**src/hw/rtl/gdn_pkg.sv**
```systemverilog
// Shared types, constants and calendar helpers for the Gregorian date/time normalizer.
// Used by gdn_ctrl, gdn_datapath and gregorian_datetime_normalizer; no dependencies.

package gdn_pkg;

  // Working width of the field registers: the 16-bit inputs plus carry growth.
  localparam int WORK_W = 18;
  typedef logic signed [WORK_W-1:0] wval_t;

  // First year for which the calendar is carried.
  localparam logic signed [15:0]       FIRST_YEAR_IN = 16'sd1582;
  localparam logic signed [WORK_W-1:0] FIRST_YEAR_W  = 18'sd1582;

  // Shift of the reciprocal multiply in the divider.
  localparam int RECIP_SHIFT = 17;

  // Divisibility by 25: multiply by the inverse of 25 mod 2^16 and compare.
  localparam logic [15:0] INV25     = 16'd23593;
  localparam logic [15:0] DIV25_MAX = 16'd2621;

  // Month lengths in a common year, January first.
  localparam logic [4:0] MONTH_LEN [12] = '{
    5'd31, 5'd28, 5'd31, 5'd30, 5'd31, 5'd30,
    5'd31, 5'd31, 5'd30, 5'd31, 5'd30, 5'd31
  };

  // Which field the shared divider works on.
  typedef enum logic [2:0] {
    OP_MS,
    OP_SEC,
    OP_MIN,
    OP_HOUR,
    OP_MONTH
  } op_t;

  // Commands from the controller to the datapath.
  typedef struct packed {
    logic load;
    logic div_a;
    logic div_b;
    op_t  op;
    logic prep;
    logic fstep;
    logic bstep;
    logic badd;
    logic publish;
  } gdn_cmd_t;

  // Status from the datapath to the controller.
  typedef struct packed {
    logic dated;
    logic day_lt1;
    logic fwd_more;
    logic b_err;
    logic badd_lt1;
    logic out_free;
  } gdn_status_t;

  // Divisor of each step.
  function automatic logic [9:0] div_mod(op_t op);
    logic [9:0] m;
    unique case (op)
      OP_MS:   m = 10'd1000;
      OP_SEC:  m = 10'd60;
      OP_MIN:  m = 10'd60;
      OP_HOUR: m = 10'd24;
      default: m = 10'd12;
    endcase
    return m;
  endfunction

  // floor(2^RECIP_SHIFT / divisor).
  function automatic logic [13:0] div_recip(op_t op);
    logic [13:0] r;
    unique case (op)
      OP_MS:   r = 14'd131;
      OP_SEC:  r = 14'd2184;
      OP_MIN:  r = 14'd2184;
      OP_HOUR: r = 14'd5461;
      default: r = 14'd10922;
    endcase
    return r;
  endfunction

  // Bias count K: the operand is offset by K*divisor so it is never negative.
  function automatic logic [12:0] div_k(op_t op);
    logic [12:0] k;
    unique case (op)
      OP_MS:   k = 13'd66;
      OP_SEC:  k = 13'd1093;
      OP_MIN:  k = 13'd1093;
      OP_HOUR: k = 13'd2731;
      default: k = 13'd5462;
    endcase
    return k;
  endfunction

  // K*divisor.
  function automatic logic [16:0] div_bias(op_t op);
    logic [16:0] b;
    unique case (op)
      OP_MS:   b = 17'd66000;
      OP_SEC:  b = 17'd65580;
      OP_MIN:  b = 17'd65580;
      OP_HOUR: b = 17'd65544;
      default: b = 17'd65544;
    endcase
    return b;
  endfunction

  // Leap year test for a positive year below 2^16.
  function automatic logic is_leap(logic [15:0] y);
    logic [15:0] p;
    logic        div25;
    p     = 16'(y * INV25);
    div25 = (p <= DIV25_MAX);
    return ((y[1:0] == 2'd0) && !div25) || ((y[3:0] == 4'd0) && div25);
  endfunction

  // Days in month 1..12.
  function automatic logic [4:0] days_in(logic [3:0] month, logic leap);
    logic [3:0] idx;
    idx = month - 4'd1;
    return MONTH_LEN[idx] + ((month == 4'd2) ? {4'd0, leap} : 5'd0);
  endfunction

endpackage

```
**src/hw/rtl/gdn_ctrl.sv**
```systemverilog
// Controller state machine of the date/time normalizer: sequences divides and day steps.
// Depends on gdn_pkg (command, status and op types).

module gdn_ctrl (
  input  logic                clk,
  input  logic                rst,
  input  logic                in_valid,
  output logic                in_ready,
  output gdn_pkg::gdn_cmd_t   cmd,
  input  gdn_pkg::gdn_status_t st
);
  import gdn_pkg::*;

  typedef enum logic [2:0] {
    S_IDLE,
    S_DIVA,
    S_DIVB,
    S_PREP,
    S_FSTEP,
    S_BSTEP,
    S_BADD,
    S_FINISH
  } state_t;

  state_t state;
  op_t    op;
  logic   back;

  // State, current divide step and day-walk direction
  always_ff @(posedge clk) begin
    if (rst) begin
      state <= S_IDLE;
      op    <= OP_MS;
      back  <= 1'b0;
    end else begin
      unique case (state)
        S_IDLE: begin
          if (in_valid) begin
            state <= S_DIVA;
            op    <= OP_MS;
          end
        end
        S_DIVA: state <= S_DIVB;
        S_DIVB: begin
          unique case (op)
            OP_MS: begin
              op    <= OP_SEC;
              state <= S_DIVA;
            end
            OP_SEC: begin
              op    <= OP_MIN;
              state <= S_DIVA;
            end
            OP_MIN: begin
              op    <= OP_HOUR;
              state <= S_DIVA;
            end
            OP_HOUR: begin
              if (st.dated) begin
                op    <= OP_MONTH;
                state <= S_DIVA;
              end else begin
                state <= S_FINISH;
              end
            end
            default: begin
              // month folded; walk days backward or forward
              if (st.day_lt1) begin
                back  <= 1'b1;
                state <= S_BSTEP;
              end else begin
                back  <= 1'b0;
                state <= S_PREP;
              end
            end
          endcase
        end
        S_PREP:  state <= back ? S_BADD : S_FSTEP;
        S_FSTEP: state <= st.fwd_more ? S_PREP : S_FINISH;
        S_BSTEP: state <= st.b_err ? S_FINISH : S_PREP;
        S_BADD:  state <= st.badd_lt1 ? S_BSTEP : S_FINISH;
        S_FINISH: begin
          if (st.out_free) begin
            state <= S_IDLE;
          end
        end
        default: state <= S_IDLE;
      endcase
    end
  end

  // Command decode
  assign in_ready    = (state == S_IDLE);
  assign cmd.load    = in_valid && (state == S_IDLE);
  assign cmd.div_a   = (state == S_DIVA);
  assign cmd.div_b   = (state == S_DIVB);
  assign cmd.op      = op;
  assign cmd.prep    = (state == S_PREP);
  assign cmd.fstep   = (state == S_FSTEP);
  assign cmd.bstep   = (state == S_BSTEP);
  assign cmd.badd    = (state == S_BADD);
  assign cmd.publish = (state == S_FINISH) && st.out_free;

  // Never overwrite a result that has not been taken
  a_publish_free: assert property (@(posedge clk) disable iff (rst)
    cmd.publish |-> st.out_free)
    else $error("publish while output register busy");

  // Time-only transactions skip the date walk
  a_undated_finish: assert property (@(posedge clk) disable iff (rst)
    (state == S_DIVB && op == OP_HOUR && !st.dated) |=> (state == S_FINISH))
    else $error("undated transaction entered date walk");

  // Forward walk ends once the day fits the month
  a_fwd_done: assert property (@(posedge clk) disable iff (rst)
    (cmd.fstep && !st.fwd_more) |=> (state == S_FINISH))
    else $error("forward walk did not finish");

endmodule

```
**src/hw/rtl/gdn_datapath.sv**
```systemverilog
// Datapath of the date/time normalizer: field registers, shared constant divider,
// leap/month-length logic and the output register. Depends on gdn_pkg.

module gdn_datapath (
  input  logic                 clk,
  input  logic                 rst,
  input  gdn_pkg::gdn_cmd_t    cmd,
  output gdn_pkg::gdn_status_t st,
  input  logic signed [15:0]   in_year,
  input  logic signed [15:0]   in_month,
  input  logic signed [15:0]   in_day,
  input  logic signed [15:0]   in_hour,
  input  logic signed [15:0]   in_minute,
  input  logic signed [15:0]   in_second,
  input  logic signed [15:0]   in_millisecond,
  output logic                 out_valid,
  input  logic                 out_ready,
  output logic signed [15:0]   out_year,
  output logic signed [15:0]   out_month,
  output logic signed [15:0]   out_day,
  output logic [4:0]           out_hour,
  output logic [5:0]           out_minute,
  output logic [5:0]           out_second,
  output logic [9:0]           out_millisecond,
  output logic                 date_adjusted,
  output logic                 range_error
);
  import gdn_pkg::*;

  // Working fields
  wval_t year, month, day, hour, minute, second, msec;
  // Original date and time, for pass-through and error return
  logic signed [15:0] orig_year, orig_month, orig_day;
  logic        [15:0] orig_hour, orig_minute, orig_second, orig_msec;
  logic dated;
  logic err;

  // Divider registers
  logic [16:0] u_reg;
  logic [13:0] qe_reg;

  // Calendar registers from the prep cycle
  logic [4:0] dom;
  logic [8:0] ylen;

  // Divider, first cycle: bias operand, estimate quotient by reciprocal
  wval_t       v_sel;
  wval_t       u_sum;
  logic [30:0] prod;
  logic [13:0] qe_next;

  always_comb begin
    unique case (cmd.op)
      OP_MS:   v_sel = msec;
      OP_SEC:  v_sel = second;
      OP_MIN:  v_sel = minute;
      OP_HOUR: v_sel = hour;
      default: v_sel = month - 18'sd1;
    endcase
  end

  assign u_sum   = v_sel + $signed({1'b0, div_bias(cmd.op)});
  assign prod    = {14'd0, u_sum[16:0]} * {17'd0, div_recip(cmd.op)};
  assign qe_next = prod[30:RECIP_SHIFT];

  // Divider, second cycle: remainder with one correction step
  logic [9:0]  m_cur;
  logic [23:0] prod2;
  logic [16:0] r0;
  logic [10:0] r_low;
  logic        fix;
  logic [10:0] r_fin;
  logic [13:0] q_fin;
  wval_t       r_ext;
  wval_t       qd;

  assign m_cur = div_mod(cmd.op);
  assign prod2 = {10'd0, qe_reg} * {14'd0, m_cur};
  assign r0    = u_reg - prod2[16:0];
  assign r_low = r0[10:0];
  assign fix   = (r_low >= {1'b0, m_cur});
  assign r_fin = fix ? (r_low - {1'b0, m_cur}) : r_low;
  assign q_fin = qe_reg + {13'd0, fix};
  assign r_ext = $signed({7'd0, r_fin});
  assign qd    = $signed({4'd0, q_fin}) - $signed({5'd0, div_k(cmd.op)});

  // Leap and month length for the prep cycle
  logic [3:0]  month_lo;
  logic [15:0] year_p1;
  logic        leap_cur, leap_nxt;

  assign month_lo = month[3:0];
  assign year_p1  = year[15:0] + 16'd1;
  assign leap_cur = is_leap(year[15:0]);
  assign leap_nxt = is_leap(year_p1);

  // Day walk comparisons
  wval_t dom_w, ylen_w, day_badd;
  wval_t month_b, year_b;
  logic  fwd_year, fwd_month;

  assign dom_w     = $signed({13'd0, dom});
  assign ylen_w    = $signed({9'd0, ylen});
  assign fwd_year  = (day > ylen_w);
  assign fwd_month = (day > dom_w);
  assign day_badd  = day + dom_w;
  assign month_b   = (month == 18'sd1) ? 18'sd12 : (month - 18'sd1);
  assign year_b    = (month == 18'sd1) ? (year - 18'sd1) : year;

  assign st.dated    = dated;
  assign st.day_lt1  = (day < 18'sd1);
  assign st.fwd_more = fwd_year || fwd_month;
  assign st.b_err    = (year_b < FIRST_YEAR_W);
  assign st.badd_lt1 = (day_badd < 18'sd1);
  assign st.out_free = !out_valid || out_ready;

  // Working registers
  always_ff @(posedge clk) begin
    if (cmd.load) begin
      year        <= {{2{in_year[15]}}, in_year};
      month       <= {{2{in_month[15]}}, in_month};
      day         <= {{2{in_day[15]}}, in_day};
      hour        <= {{2{in_hour[15]}}, in_hour};
      minute      <= {{2{in_minute[15]}}, in_minute};
      second      <= {{2{in_second[15]}}, in_second};
      msec        <= {{2{in_millisecond[15]}}, in_millisecond};
      orig_year   <= in_year;
      orig_month  <= in_month;
      orig_day    <= in_day;
      orig_hour   <= in_hour;
      orig_minute <= in_minute;
      orig_second <= in_second;
      orig_msec   <= in_millisecond;
      dated       <= (in_year > FIRST_YEAR_IN) && (in_month > 16'sd0) && (in_day > 16'sd0);
      err         <= 1'b0;
    end
    if (cmd.div_a) begin
      u_reg  <= u_sum[16:0];
      qe_reg <= qe_next;
    end
    if (cmd.div_b) begin
      unique case (cmd.op)
        OP_MS: begin
          msec   <= r_ext;
          second <= second + qd;
        end
        OP_SEC: begin
          second <= r_ext;
          minute <= minute + qd;
        end
        OP_MIN: begin
          minute <= r_ext;
          hour   <= hour + qd;
        end
        OP_HOUR: begin
          hour <= r_ext;
          if (dated) begin
            day <= day + qd;
          end
        end
        default: begin
          month <= r_ext + 18'sd1;
          year  <= year + qd;
        end
      endcase
    end
    if (cmd.prep) begin
      dom  <= days_in(month_lo, leap_cur);
      ylen <= 9'd365 + {8'd0, (month_lo <= 4'd2) ? leap_cur : leap_nxt};
    end
    // Forward: skip a whole year when the next twelve months fit, else one month
    if (cmd.fstep) begin
      if (fwd_year) begin
        day  <= day - ylen_w;
        year <= year + 18'sd1;
      end else if (fwd_month) begin
        day <= day - dom_w;
        if (month == 18'sd12) begin
          month <= 18'sd1;
          year  <= year + 18'sd1;
        end else begin
          month <= month + 18'sd1;
        end
      end
    end
    // Backward: enter the previous month, flag a borrow below the first year
    if (cmd.bstep) begin
      if (year_b < FIRST_YEAR_W) begin
        err <= 1'b1;
      end else begin
        month <= month_b;
        year  <= year_b;
      end
    end
    if (cmd.badd) begin
      day <= day_badd;
    end
  end

  // Output register
  always_ff @(posedge clk) begin
    if (rst) begin
      out_valid <= 1'b0;
    end else if (cmd.publish) begin
      out_valid <= 1'b1;
    end else if (out_ready) begin
      out_valid <= 1'b0;
    end
  end

  always_ff @(posedge clk) begin
    if (cmd.publish) begin
      date_adjusted <= dated && !err;
      range_error   <= err;
      if (err) begin
        out_year        <= orig_year;
        out_month       <= orig_month;
        out_day         <= orig_day;
        out_hour        <= orig_hour[4:0];
        out_minute      <= orig_minute[5:0];
        out_second      <= orig_second[5:0];
        out_millisecond <= orig_msec[9:0];
      end else begin
        if (dated) begin
          out_year  <= year[15:0];
          out_month <= month[15:0];
          out_day   <= day[15:0];
        end else begin
          out_year  <= orig_year;
          out_month <= orig_month;
          out_day   <= orig_day;
        end
        out_hour        <= hour[4:0];
        out_minute      <= minute[5:0];
        out_second      <= second[5:0];
        out_millisecond <= msec[9:0];
      end
    end
  end

  // A transaction may be carried or flagged, never both
  a_flags_exclusive: assert property (@(posedge clk) disable iff (rst)
    out_valid |-> !(range_error && date_adjusted))
    else $error("range_error and date_adjusted both set");

  // Normalized time lies in range
  a_time_range: assert property (@(posedge clk) disable iff (rst)
    (out_valid && !range_error) |->
      (out_hour < 5'd24) && (out_minute < 6'd60) &&
      (out_second < 6'd60) && (out_millisecond < 10'd1000))
    else $error("time field out of range");

  // Carried dates have a real month
  a_month_range: assert property (@(posedge clk) disable iff (rst)
    (out_valid && date_adjusted) |-> (out_month >= 16'sd1) && (out_month <= 16'sd12))
    else $error("month out of range");

  // Prep always sees a folded month
  a_prep_month: assert property (@(posedge clk) disable iff (rst)
    cmd.prep |-> (month >= 18'sd1) && (month <= 18'sd12))
    else $error("month not folded before day walk");

endmodule

```
**src/hw/rtl/gregorian_datetime_normalizer.sv**
```systemverilog
// Top level of the Gregorian date/time normalizer: controller plus datapath.
// Depends on gdn_pkg, gdn_ctrl and gdn_datapath.
//
//   channel | handshake            | payload
//   --------+----------------------+---------------------------------------------
//   input   | in_valid / in_ready  | in_year .. in_millisecond (16-bit signed)
//   output  | out_valid / out_ready| out_year .. out_millisecond, date_adjusted,
//           |                      | range_error
//
// One transaction at a time. Time-only items are accepted, run the constant
// divides (1000, 60, 60, 24; reciprocal multiply then remainder fix-up) and
// load the output register once it is free. Dated items add one divide by 12,
// then a day walk: each prep and step skips a year or steps a month forward;
// each step, prep and add steps a month backward.
// Reset (rst, synchronous) empties the output register and returns to idle.
// A result waits in the output register while the next item is accepted; the
// controller holds the following result until that register is free.

module gregorian_datetime_normalizer (
  input  logic               clk,
  input  logic               rst,
  input  logic               in_valid,
  output logic               in_ready,
  input  logic signed [15:0] in_year,
  input  logic signed [15:0] in_month,
  input  logic signed [15:0] in_day,
  input  logic signed [15:0] in_hour,
  input  logic signed [15:0] in_minute,
  input  logic signed [15:0] in_second,
  input  logic signed [15:0] in_millisecond,
  output logic               out_valid,
  input  logic               out_ready,
  output logic signed [15:0] out_year,
  output logic signed [15:0] out_month,
  output logic signed [15:0] out_day,
  output logic [4:0]         out_hour,
  output logic [5:0]         out_minute,
  output logic [5:0]         out_second,
  output logic [9:0]         out_millisecond,
  output logic               date_adjusted,
  output logic               range_error
);
  import gdn_pkg::*;

  gdn_cmd_t    cmd;
  gdn_status_t st;

  gdn_ctrl u_ctrl (
    .clk      (clk),
    .rst      (rst),
    .in_valid (in_valid),
    .in_ready (in_ready),
    .cmd      (cmd),
    .st       (st)
  );

  gdn_datapath u_datapath (
    .clk             (clk),
    .rst             (rst),
    .cmd             (cmd),
    .st              (st),
    .in_year         (in_year),
    .in_month        (in_month),
    .in_day          (in_day),
    .in_hour         (in_hour),
    .in_minute       (in_minute),
    .in_second       (in_second),
    .in_millisecond  (in_millisecond),
    .out_valid       (out_valid),
    .out_ready       (out_ready),
    .out_year        (out_year),
    .out_month       (out_month),
    .out_day         (out_day),
    .out_hour        (out_hour),
    .out_minute      (out_minute),
    .out_second      (out_second),
    .out_millisecond (out_millisecond),
    .date_adjusted   (date_adjusted),
    .range_error     (range_error)
  );

endmodule
```
**config.mk**
```make
export PLATFORM = sky130hd
export DESIGN_NAME = gregorian_datetime_normalizer
export DESIGN_NICKNAME = d
export VERILOG_FILES = /design/src/hw/rtl/gdn_pkg.sv /design/src/hw/rtl/gdn_ctrl.sv /design/src/hw/rtl/gdn_datapath.sv /design/src/hw/rtl/gregorian_datetime_normalizer.sv
export SDC_FILE = /design/constraint.sdc
export NUM_CORES = 2
export LEC_CHECK = 0
export BUFFER_PORTS_ARGS = -buffer_cell sky130_fd_sc_hd__buf_2
export CORE_MARGIN = 10
export CORE_UTILIZATION = 65
export CTS_BUF_LIST = sky130_fd_sc_hd__clkbuf_8
export DETAILED_ROUTE_END_ITERATION = 12
export PLACE_DENSITY_LB_ADDON = 0.2
export SLEW_MARGIN = 15
export SYNTH_ARGS = -nofsm -noshare
export SYNTH_HDL_FRONTEND = slang
export SYNTH_SLANG_ARGS = --single-unit
export TNS_END_PERCENT = 30
```
**constraint.sdc**
```tcl
create_clock -name clk -period 12.85 [get_ports clk]
set_clock_uncertainty 0.1 [all_clocks]
set_input_delay 1.285 -clock clk [delete_from_list [all_inputs] [get_ports clk]]
set_output_delay 1.285 -clock clk [all_outputs]
set_load 0.02 [all_outputs]
```
==> impl_metrics.json <==
{
  "routed_wl_mm": 95.98,
  "finalSetupViolCount": 0,
  "fin_nets": 4597,
  "htreeDepth": 2,
  "rsz0062_at_grt": "no",
  "first_global_vias": 27304,
  "final_antenna_net_count": 0,
  "yosys-top-cells-area": "edfxtp_1, ha_1, fa_1, dfxtp_1, inv_1",
  "required_ns": 13.26,
  "slew_headroom_pct": 21.36,
  "critical_path_arrival_ns": 12.16,
  "placed_area_mm2": 0.03510,
  "hold_violations": 0,
  "post-synth-top-count-cell": "inv_1",
  "io_pins": 195,
  "via_count": 27911,
  "ys_ff_latch": 314,
  "status": "completed",
  "dieHeight_um": 247.1,
  "grt_pass1_wl_mm": 150.6,
  "via_per_inst": 6.115,
  "synth_common_cells": "inv_1, ha_1, nand2_1",
  "yosysTopAreaCell": "edfxtp_1",
  "hold_start": "u_datapath.msec[15]",
  "final_area_mm2": 0.03624,
  "drc": 0,
  "yosys_warnings": 0,
  "start_util_pct": 65.50,
  "wl_per_cell_um": 21.03,
  "clock_path_buffers": 3,
  "reg_top3": "u_datapath.day: 18 flops, u_datapath.month: 18 flops, u_datapath.year: 18 flops",
  "cts_buffers": 54,
  "grt_max_degree": 125,
  "yosysUniqueCellTypes": 99,
  "r2r_end": "u_datapath.year[15]",
  "min_path_type": "reg -> reg",
  "r2r-start": "u_ctrl.op[0]",
  "place.gp.congestion": 0.9934,
  "r2r_cells": 42,
  "hold-path-cell-count": 2,
  "coreArea_mm2": 0.05120,
  "finalCritPeriodShare_pct": 91.45,
  "clk_pin_slew_ns": 0.07,
  "setup.worst_path.end_class": "register",
  "yosysTopAreaCellShare_pct": 16.48,
  "fmax_ghz": 0.08510,
  "slowest_delay_ns": 0.92,
  "critPathKind": "reg -> reg",
  "synth-seq-area-share_pct": 24.24,
  "tritoncts": "built",
  "cts_num_sinks": 314,
  "async_reset_ff_share_pct": 0,
  "synth_area_mm2": 0.03354,
  "synth_cells": 3696,
  "cts_resized": 0,
  "syn-num-nets": 4457,
  "clkLatencyLatePin_ns": 0.66,
  "start_kind": "register",
  "reg2reg_setup_slack_ns": 1.10,
  "ctsHoldBuffers": 0,
  "cp_common_cell": "ha_1",
  "die_area_mm2": 0.06108,
  "syn_avg_cell_area_um2": 9.074,
  "finalCriticalPeriod_ns": 11.75,
  "drv_cap": 0,
  "dr.first_iter.drc_count": 2959,
  "rows": 83,
  "io_buffers": 194,
  "ys_dominant_reg_cell": "edfxtp_1",
  "worst_pin_slew_ns": 1.171,
  "worstPathMaxFanout": 16,
  "final_layout_size_suffix_gt1_share_pct": 11.13,
  "hpwl_mm": 74.94,
  "area_growth_pct": 8.055,
  "post-cts-setup-buffers": 0,
  "chipWidth_um": 247.1,
  "root_buffer": "clkbuf_8",
  "grt.overflow.total": 0,
  "antenna_found_initial": 1,
  "first_pass_iters": 6,
  "slew_viol_final": 0,
  "slowest_stage": "xnor2_1",
  "finalSetupTns_ns": 0,
  "synth-edff-count": 184,
  "grt_usage_pct": 31.24,
  "holdPathEnd": "u_datapath.msec[15]"
}
per-stage QoR:
stage                     setup slack (ns)  utilization, %  instances  hold slack, ns
after floorplan                      1.694               -       3696          0.3334
after CTS                            1.209           70.77       4562          0.3652
after global routing                0.3652           70.77       4563          0.3809
after global placement               1.504           68.56       4460          0.3427
final                                1.099           70.78       4564          0.3760
after detailed placement             1.293           68.56       4460          0.3541
critical path: cells and delay by family, from the launching register on:
family / cells / cell delay (ns)
flip-flops: 1 / 0.36
adder cells (fa/ha/maj): 11 / 4.39
buffers and inverters: 5 / 0.47
AND/OR/NAND/NOR: 6 / 1.44
AO/OA/AOI/OAI: 16 / 3.34
XOR/XNOR: 4 / 1.50
cell families (layout without fill, tap and decap cells):
family	after synthesis	after routing	share of synthesized area [%]
DFF	314	314	24.24
muxes	111	111	3.891
xor gates and xnor gates	279	279	7.451
buffers and inverters	637	823	7.257
other	0	2	0
adders and majority gates	645	645	29.53
AOI/OAI and AO/OA	715	715	13.84
and+or+nand+nor	995	995	13.80
layout by cell type, fill, tap and decap left out, types with 22 or more instances in the layout:
cell type    n
and3_1      42
nand2_1    348
nor2_1     276
mux2_2      55
a21oi_1    208
mux2i_1     44
nand2b_1    25
xor2_1      81
a31oi_1     47
clkbuf_8    56
fa_1       244
o21ai_0    135
a21o_1      45
o22ai_1     35
and2_1      37
nor2b_1     25
ha_1       401
a211oi_1    24
edfxtp_1   184
nor3_1      64
nand4_1     22
xnor2_1    194
inv_1      490
buf_4       41
nand3_1     64
buf_2      194
nor4_1      26
dfxtp_1    128
o211ai_1    26
per-layer routing:
| metal | up-vias | share of wire (%) | global-route usage (%) | routed length (um) |
|---|---|---|---|---|
| met3 | 201 | 10 | 5.654 | 9809 |
| li1 | 12987 | - | - | - |
| met2 | 1372 | 45 | 48.95 | 43130 |
| met1 | 13351 | 41 | 42.66 | 39590 |
| met4 | 0 | 3.6 | 11.40 | 3450 |
| met5 | - | 0 | 0 | 0 |
layout make-up:
cell class | instances | area [um^2]
diodes | 2 | 5.005
repair buffers | 235 | 1279
clock inverters | 46 | 357.8
fillers | 3961 | 14960
inverters | 486 | 1832
clock buffers | 56 | 770.7
well taps | 680 | 850.8
multi-input cells | 2745 | 23010
flip-flops and latches | 314 | 8130
worst max path at each step:
stage	to	startpoint
floorplan	u_datapath.day[17]	u_ctrl.op[1]
global placement	u_datapath.day[17]	u_ctrl.op[0]
detailed placement	u_datapath.day[17]	u_ctrl.op[2]
CTS	u_datapath.day[17]	u_ctrl.op[0]
global route	u_datapath.day[17]	u_ctrl.op[0]
finish	u_datapath.year[15]	u_ctrl.op[0]
Power is not shown: default switching activity piles up to over one toggle a cycle in this logic, so the estimate is an artifact.
